File: config.mk
export PLATFORM = sky130hd
export DESIGN_NAME = pwbr_front
export DESIGN_NICKNAME = d
export VERILOG_FILES = /design/src/rtl/pwbr_pkg.sv /design/src/rtl/pwbr_front.sv
export VERILOG_INCLUDE_DIRS = /design/src /design/src/rtl
export SDC_FILE = /design/constraint.sdc
export NUM_CORES = 1
export LEC_CHECK = 0
export ABC_AREA = 1
export ABC_CLOCK_PERIOD_IN_PS = 2800
export BUFFER_PORTS_ARGS = -buffer_cell sky130_fd_sc_hd__buf_4
export CAP_MARGIN = 30
export CORE_UTILIZATION = 40
export DETAILED_ROUTE_END_ITERATION = 10
export HOLD_SLACK_MARGIN = 0.1
export PLACE_DENSITY = 0.66
export SKIP_CTS_REPAIR_TIMING = 1
export SYNTH_ARGS = -nofsm -noshare
export SYNTH_HDL_FRONTEND = slang
export SYNTH_SLANG_ARGS = --single-unit
export TNS_END_PERCENT = 5
File: constraint.sdc
create_clock -name i_clk -period 2.8 [get_ports i_clk]
set_input_delay 0.14 -clock i_clk [delete_from_list [all_inputs] [get_ports i_clk]]
set_output_delay 0.14 -clock i_clk [all_outputs]
set_load 0.1 [all_outputs]
File: src/rtl/projective_warp_bilinear_resampler_defines.svh
// Assertion macros shared by the resampler RTL.
`ifndef PROJECTIVE_WARP_BILINEAR_RESAMPLER_DEFINES_SVH
`define PROJECTIVE_WARP_BILINEAR_RESAMPLER_DEFINES_SVH

`ifndef SYNTHESIS
`define PWBR_ASSERT_IMPL(name, ante, cons) \
    name: assert property (@(posedge i_clk) disable iff (!i_rst_n) (ante) |-> (cons)) \
        else $error("pwbr same-cycle check failed");
`define PWBR_ASSERT_NEXT(name, ante, cons) \
    name: assert property (@(posedge i_clk) disable iff (!i_rst_n) (ante) |=> (cons)) \
        else $error("pwbr next-cycle check failed");
`else
`define PWBR_ASSERT_IMPL(name, ante, cons)
`define PWBR_ASSERT_NEXT(name, ante, cons)
`endif

`endif

File: src/rtl/pwbr_pkg.sv
// Shared types and constants for the projective warp resampler.
package pwbr_pkg;

    localparam int DEF_SRC_WIDTH   = 512;
    localparam int DEF_SRC_HEIGHT  = 512;
    localparam int DEF_OUT_MAX_DIM = 1024;

    localparam int CW     = 32;
    localparam int CFG_IW = 3;
    localparam int DIMW   = 10;
    localparam int PIXW   = 24;
    localparam int FRAC   = 16;
    localparam int PW     = 43;        // coefficient x coordinate product
    localparam int NW     = 45;        // numerator / denominator
    localparam int RW     = NW + 30;   // divider remainder
    localparam int LW     = NW + 14;   // range check width

    localparam int IN_TDATA_W  = 48;
    localparam int OUT_TDATA_W = 24;

    localparam logic OP_LOAD    = 1'b0;
    localparam logic OP_COMPUTE = 1'b1;

    localparam logic [CFG_IW-1:0] REG_COL_FROM_COL = 3'd0;
    localparam logic [CFG_IW-1:0] REG_COL_FROM_ROW = 3'd1;
    localparam logic [CFG_IW-1:0] REG_COL_OFFSET   = 3'd2;
    localparam logic [CFG_IW-1:0] REG_ROW_FROM_COL = 3'd3;
    localparam logic [CFG_IW-1:0] REG_ROW_FROM_ROW = 3'd4;
    localparam logic [CFG_IW-1:0] REG_ROW_OFFSET   = 3'd5;
    localparam logic [CFG_IW-1:0] REG_DEN_FROM_COL = 3'd6;
    localparam logic [CFG_IW-1:0] REG_DEN_FROM_ROW = 3'd7;

    localparam logic signed [CW-1:0] COEF_ONE  = 32'sd65536;
    localparam logic signed [CW-1:0] COEF_ZERO = 32'sd0;
    localparam logic signed [NW-1:0] DEN_ONE   = NW'(1) << 30;

    typedef struct packed {
        logic signed [CW-1:0] cc;
        logic signed [CW-1:0] cr;
        logic signed [CW-1:0] co;
        logic signed [CW-1:0] rc;
        logic signed [CW-1:0] rr;
        logic signed [CW-1:0] ro;
        logic signed [CW-1:0] dc;
        logic signed [CW-1:0] dr;
    } t_coef;

    typedef struct packed {
        logic            load;
        logic            black;
        logic [DIMW-1:0] col;
        logic [DIMW-1:0] row;
        logic [PIXW-1:0] pix;
    } t_item;

endpackage

File: src/rtl/pwbr_front.sv
// Input side: accepts transactions, classifies them, queues them for the datapath.
`include "projective_warp_bilinear_resampler_defines.svh"
module pwbr_front import pwbr_pkg::*; #(
    parameter int SRC_WIDTH   = DEF_SRC_WIDTH,
    parameter int SRC_HEIGHT  = DEF_SRC_HEIGHT,
    parameter int OUT_MAX_DIM = DEF_OUT_MAX_DIM
) (
    input  logic                  i_clk,
    input  logic                  i_rst_n,
    input  logic                  i_in_valid,
    output logic                  o_in_ready,
    input  logic [IN_TDATA_W-1:0] i_in_data,
    input  logic                  i_in_user,
    output t_item                 o_item,
    output logic                  o_item_vld,
    input  logic                  i_pop
);

    logic [DIMW-1:0] col, row;
    logic            is_load, load_ok, dim_out, keep, push;
    t_item           item;

    t_item      r_buf [2];
    logic       r_wr, r_rd;
    logic [1:0] r_cnt;

    assign col     = i_in_data[9:0];
    assign row     = i_in_data[19:10];
    assign is_load = (i_in_user == OP_LOAD);
    assign load_ok = ({1'b0, col} < 11'(SRC_WIDTH)) && ({1'b0, row} < 11'(SRC_HEIGHT));
    assign dim_out = ({1'b0, col} >= 11'(OUT_MAX_DIM)) || ({1'b0, row} >= 11'(OUT_MAX_DIM));
    // loads outside the store are swallowed here
    assign keep    = !is_load || load_ok;

    always_comb begin
        item       = '0;
        item.load  = is_load;
        item.black = !is_load && dim_out;
        item.col   = col;
        item.row   = row;
        item.pix   = i_in_data[43:20];
    end

    assign o_in_ready = (r_cnt != 2'd2);
    assign push       = i_in_valid && o_in_ready && keep;

    always_ff @(posedge i_clk) begin
        if (!i_rst_n) begin
            r_wr  <= 1'b0;
            r_rd  <= 1'b0;
            r_cnt <= 2'd0;
        end else begin
            if (push) begin
                r_wr <= ~r_wr;
            end
            if (i_pop) begin
                r_rd <= ~r_rd;
            end
            r_cnt <= r_cnt + 2'(push) - 2'(i_pop);
        end
    end

    always_ff @(posedge i_clk) begin
        if (push) begin
            r_buf[r_wr] <= item;
        end
    end

    assign o_item     = r_buf[r_rd];
    assign o_item_vld = (r_cnt != 2'd0);

    `PWBR_ASSERT_IMPL(a_pop_nonempty, i_pop, r_cnt != 2'd0)
    `PWBR_ASSERT_NEXT(a_cnt_up, push && !i_pop, r_cnt == $past(r_cnt) + 2'd1)
    `PWBR_ASSERT_NEXT(a_cnt_down, i_pop && !push, r_cnt == $past(r_cnt) - 2'd1)

endmodule

# Word level (Yosys, flattened, before mapping)
# Memory sizes are Yosys's and may differ from the RTL's. A register that Yosys moved wholly into a read port is not among the register bits.
# Index checks and enable logic that the tools add are counted.
# W data, S select, Z words.
[totals] register_bits=4 ramBits=90 output_inout_bits=48 wordCells=21 memories=1
[memory_table] memory="r_buf" words=2 width=45 rd=1 rd_clocked_by_memory_dff=1 wr=1 line="pwbr_front.sv:23" rtl="t_item r_buf [2];"
[op_classes] addsub=2 magnitude_cmp=2 eq_ne=1 mux=4 bitwise=3 reduce_logical=5
[ops] cell="$lt A10 B10 Y1 const B" count=2
[ops] cell="$mux W1" count=4
[ops] cell="$logic_and A1 B1 Y1" count=3
[ops] cell="$not A1 Y1" count=3
[ops] cell="$add A2 B1 Y2" count=1
[ops] cell="$ne A2 B2 Y1 const B" count=1
[ops] cell="$reduce_bool A2 Y1" count=1
[ops] cell="$sub A2 B1 Y2" count=1
[ops] cell="$logic_or A1 B1 Y1" count=1

# Logic depth before layout (Yosys ltp)
[depth] ltp_word=6 depth_mapped=7 mapped_depth_nobuf=7

# Worst setup path before layout
# OpenSTA, ideal clock, no wires.
[synth_timing] path_type="register to register" from="register r_cnt[0]" to="memory r_buf[0][0] (netlist name), enable pin" t_arrival_ns=2.507 required_time_ns=2.352 slack_ns=-0.154 path_stages_with_launch=5 n_path_buf=0 synth_period_minus_slack_ns=2.954 cell_sequence="dfxtp_1 > inv_1 > a21oi_2 > nand2_1 > nor2_1"
[synth_via] elab_chain_cells=5
[synth_lines] item="start: declaration" line="pwbr_front.sv:25" rtl="logic [1:0] r_cnt;"
[synth_lines] item="start signal: assignment" line="pwbr_front.sv:59" rtl="r_cnt <= r_cnt + 2'(push) - 2'(i_pop);"
[synth_lines] item="$ne A2 B2 Y1" line="pwbr_front.sv:44" rtl="assign o_in_ready = (r_cnt != 2'd2);"
[synth_lines] item="$logic_and A1 B1 Y1 (2 in a row)" line="pwbr_front.sv:45" rtl="assign push = i_in_valid && o_in_ready && keep;"
[synth_lines] item="$mux W1" line="pwbr_front.sv:64" rtl="if (push) begin"
[synth_lines] item="$mux W1 (not written as such)" line="pwbr_front.sv:65" rtl="r_buf[r_wr] <= item;"
[synth_lines] item="end: declaration" line="pwbr_front.sv:23"
# No other way between the ends.

# Final worst setup path
[layout_timing] from="input port i_in_data[19]" to="memory r_buf[1][2] (netlist name), enable pin"
[layout_via] elab_chain_cells=6
[layout_lines] item="start: declaration" line="pwbr_front.sv:12" rtl="input logic [IN_TDATA_W-1:0] i_in_data,"
[layout_lines] item="$lt A10 B10 Y1" line="pwbr_front.sv:30" rtl="assign load_ok = ({1'b0, col} < 11'(SRC_WIDTH)) && ({1'b0, row} < 11'(SRC_HEIGHT));"
[layout_lines] item="$logic_and A1 B1 Y1" line="pwbr_front.sv:30"
[layout_lines] item="$logic_or A1 B1 Y1" line="pwbr_front.sv:33" rtl="assign keep = !is_load || load_ok;"
[layout_lines] item="$logic_and A1 B1 Y1" line="pwbr_front.sv:45"
[layout_lines] item="$mux W1" line="pwbr_front.sv:64"
[layout_lines] item="$mux W1 (not written as such)" line="pwbr_front.sv:65"
# No other way between the ends.

==> flow_results.xml <==
<?xml version="1.0" encoding="UTF-8"?>
<metrics>
  <group name="outcome">
    <metric name="status" unit="">finished, violations left</metric>
    <metric name="failing_checks" unit="">DRC</metric>
  </group>
  <group name="grt">
    <metric name="globalRoute.totalOverflow" unit="">0</metric>
    <metric name="grt_max_degree" unit="">46</metric>
    <metric name="vias_in_the_first_global_route" unit="">1883</metric>
    <metric name="initial_antenna_violation_count" unit="">0</metric>
    <metric name="grt_first_pass_wirelength" unit="microns">9280</metric>
    <metric name="globalRouteTotalUtil" unit="%">12.9</metric>
  </group>
  <group name="clock_network">
    <metric name="insertion_delay_of_the_later_clocked_pin_in_the_worst_skew_pair" unit="ns">0.35</metric>
    <metric name="clkSinkCount" unit="">95</metric>
    <metric name="clk_pin_slew_worst_paths" unit="ns">0.08</metric>
    <metric name="max-clock-path-buffers" unit="">2</metric>
    <metric name="tritoncts_clock_tree" unit="">built</metric>
    <metric name="htreeDepth" unit="">3</metric>
    <metric name="clock_tree.root_cell" unit="">clkbuf_8</metric>
    <metric name="cts_inserted_buffers" unit="">9</metric>
  </group>
  <group name="timing">
    <metric name="timing.final.ws_setup" unit="ns">0.805</metric>
    <metric name="setup_total_negative_slack" unit="ns">0</metric>
    <metric name="timing_max_transition_violations_final" unit="">0</metric>
    <metric name="holdWs" unit="ns">0.279</metric>
    <metric name="grt_setup_unrepaired" unit="">no</metric>
    <metric name="tightest_slew" unit="ns">0.591</metric>
    <metric name="finalWorstPathRequiredPeriod" unit="ns">1.99</metric>
    <metric name="largest_clock_skew_in_the_final_design" unit="ns">0.0123</metric>
    <metric name="final-setup-viol-count" unit="">0</metric>
    <metric name="max-slew-margin-rel" unit="%">60.5</metric>
    <metric name="hold_viol_final" unit="">0</metric>
    <metric name="fin_crit_sh" unit="%">71.2</metric>
    <metric name="achievable-frequency" unit="MHz">501</metric>
  </group>
  <group name="finish">
    <metric name="layout.nets" unit="">381</metric>
    <metric name="post_route_cells_drive_above_1_share" unit="%">48.8</metric>
    <metric name="layout.cell_area.non_filler" unit="sq mm">0.00517</metric>
    <metric name="finalNonFillerCells" unit="">440</metric>
    <metric name="area.growth.synth_to_final" unit="%">39.9</metric>
    <metric name="layout.core_utilization" unit="%">58.5</metric>
    <metric name="diodes" unit="">0</metric>
  </group>
  <group name="route">
    <metric name="post_route_drc" unit="">3</metric>
    <metric name="antenna_violating_nets_post_route" unit="">0</metric>
    <metric name="dr.pass1.iters" unit="">9</metric>
    <metric name="routed_wire_length" unit="microns">6320</metric>
    <metric name="vias" unit="">1993</metric>
    <metric name="vias_per_cell" unit="">4.53</metric>
    <metric name="routed_wire_length_per_instance" unit="microns">14.4</metric>
    <metric name="dr.first_iter.drc_count" unit="">38</metric>
  </group>
  <group name="setup_path">
    <metric name="endpoint_kind" unit="">flip-flop</metric>
    <metric name="cp-start-kind" unit="">input port</metric>
    <metric name="criticalPathCategory" unit="">input port to flip-flop</metric>
    <metric name="worstPathArrival" unit="ns">2.04</metric>
    <metric name="crit_path_max_fanout" unit="">29</metric>
    <metric name="critPathRequiredTime" unit="ns">2.85</metric>
  </group>
  <group name="yosys">
    <metric name="synth_top_area_share" unit="%">73.1</metric>
    <metric name="main_area_contributors_after_synthesis" unit="">edfxtp_1 (73%), mux2_4 (16%), dfxtp_1 (2.7%)</metric>
    <metric name="synthDistinctLibCells" unit="">19</metric>
    <metric name="sequential_cell_area_fraction_in_the_yosys_report" unit="%">75.8</metric>
    <metric name="synth_nets" unit="">230</metric>
    <metric name="synthesis.instances" unit="">176</metric>
    <metric name="post_synth.cell_area_avg" unit="sq um">21.0</metric>
    <metric name="synth-seq-cells" unit="">95</metric>
    <metric name="ys_warn_count" unit="">0</metric>
    <metric name="mappedNetlistArea" unit="sq mm">0.00370</metric>
    <metric name="synthDominantAreaCellType" unit="">edfxtp_1</metric>
  </group>
  <group name="floorplanning">
    <metric name="fp.coreArea" unit="sq mm">0.00885</metric>
    <metric name="chipWidth" unit="microns">98.2</metric>
    <metric name="start_util" unit="%">41.8</metric>
    <metric name="count_of_pins_on_the_block_boundary" unit="">101</metric>
    <metric name="fp-row-count" unit="">34</metric>
    <metric name="full_die_area" unit="sq mm">0.00964</metric>
    <metric name="floorplan_die_height" unit="microns">98.2</metric>
  </group>
  <group name="placed_design">
    <metric name="globalplace.congestion" unit="">0.658</metric>
    <metric name="dp.final_hpwl" unit="microns">3820</metric>
    <metric name="post-place-cells" unit="">377</metric>
    <metric name="dpl-instance-area" unit="sq mm">0.00452</metric>
    <metric name="place_worst_setup_slack" unit="ns">0.922</metric>
    <metric name="place.port_buffers" unit="">95</metric>
  </group>
  <group name="pwr">
    <metric name="vdd.ir_drop.worst" unit="mV">0.358</metric>
    <metric name="total_power" unit="mW">3.50</metric>
    <metric name="p_leak" unit="nW">2.05</metric>
    <metric name="powerDensity" unit="mW/mm^2">676</metric>
  </group>
  <group name="flow_run">
    <metric name="cap_violations" unit="">0</metric>
  </group>
  <group name="min_path">
    <metric name="hold_path_class" unit="">input port to flip-flop</metric>
  </group>
</metrics>
## path summary, 6_finish.rpt
check	from	to	slack (ns)	cells after the start
worst max-delay path	i_in_data[19]	r_buf[1][2]$_DFFE_PP_	0.81	6
worst min-delay path	i_in_valid	r_cnt[1]$_SDFF_PN0_	0.28	7
worst max register to register	r_cnt[0]$_SDFF_PN0_	r_buf[1][2]$_DFFE_PP_	0.95	5
worst min register to register	r_rd$_SDFFE_PN0P_	flip-flop	0.51	2
## cells by family (layout without fill, tap and decap cells)
kind of cell,after synthesis,after routing,share of synthesized area [%]
flops,95,95,75.8
simple gates,19,19,2.10
mux,45,45,17.8
other cells,1,1,0.101
compound gates,3,3,0.507
xor+xnor,1,1,0.237
buf+inv,11,167,3.18
fa+ha+maj,1,1,0.338
## layout make-up
| cell class | count | area [sq um] |
|---|---|---|
| fillers | 702 | 3670 |
| inverters | 5 | 18.8 |
| flip-flops and latches | 95 | 2800 |
| clock buffers | 9 | 124 |
| clock inverters | 7 | 63.8 |
| repair buffers | 146 | 1240 |
| multi-input cells | 70 | 791 |
| well taps | 108 | 135 |
## synthesized netlist by cell type, drive strengths merged
library cell / count
or2: 1
o21ai: 1
nand2: 9
dfxtp: 5
nand3: 1
nor2: 8
mux2: 45
conb: 1
ha: 1
edfxtp: 90
a21oi: 2
xnor2: 1
buf: 6
inv: 5
## critical path, cell delays in order
cell	delay [ns]
dlygate4sd3_1	0.53
buf_4	0.14
o21ai_0	0.21
nand2_1	0.21
nor2_4	0.51
buf_12	0.27
## state kept, by name (all words and copies together) (netlist names), named ones only
name / count
r_buf: 90
r_cnt: 2
r_rd: 1
r_wr: 1
## where the power goes
part	total [mW]	switching (mW)	internal [mW]	leakage [nW]
registers	1.68	0.0248	1.65	0.869
clock network	0.848	0.443	0.406	0.0957
logic	0.976	0.684	0.291	1.09
## cell usage in the layout (no fill, tap or decap), drive strengths merged, types with 2 or more instances in the layout
cell and instances:
a21oi 2, buf 99, clkbuf 9, clkinv 6
dfxtp 5, dlygate4sd3 47, edfxtp 90, inv 5
mux2 45, nand2 9, nor2 8
## per-layer routing
metal	vias up	part of all wire (%)	GRT usage, %	wire (microns)
met4	0	0.25	4.48	16
met1	966	43	15.3	2730
met5	-	0	0	0
li1	965	-	-	-
met3	2	5.2	5.51	328
met2	60	51	21.2	3250
(Power assumes the default switching activity.)
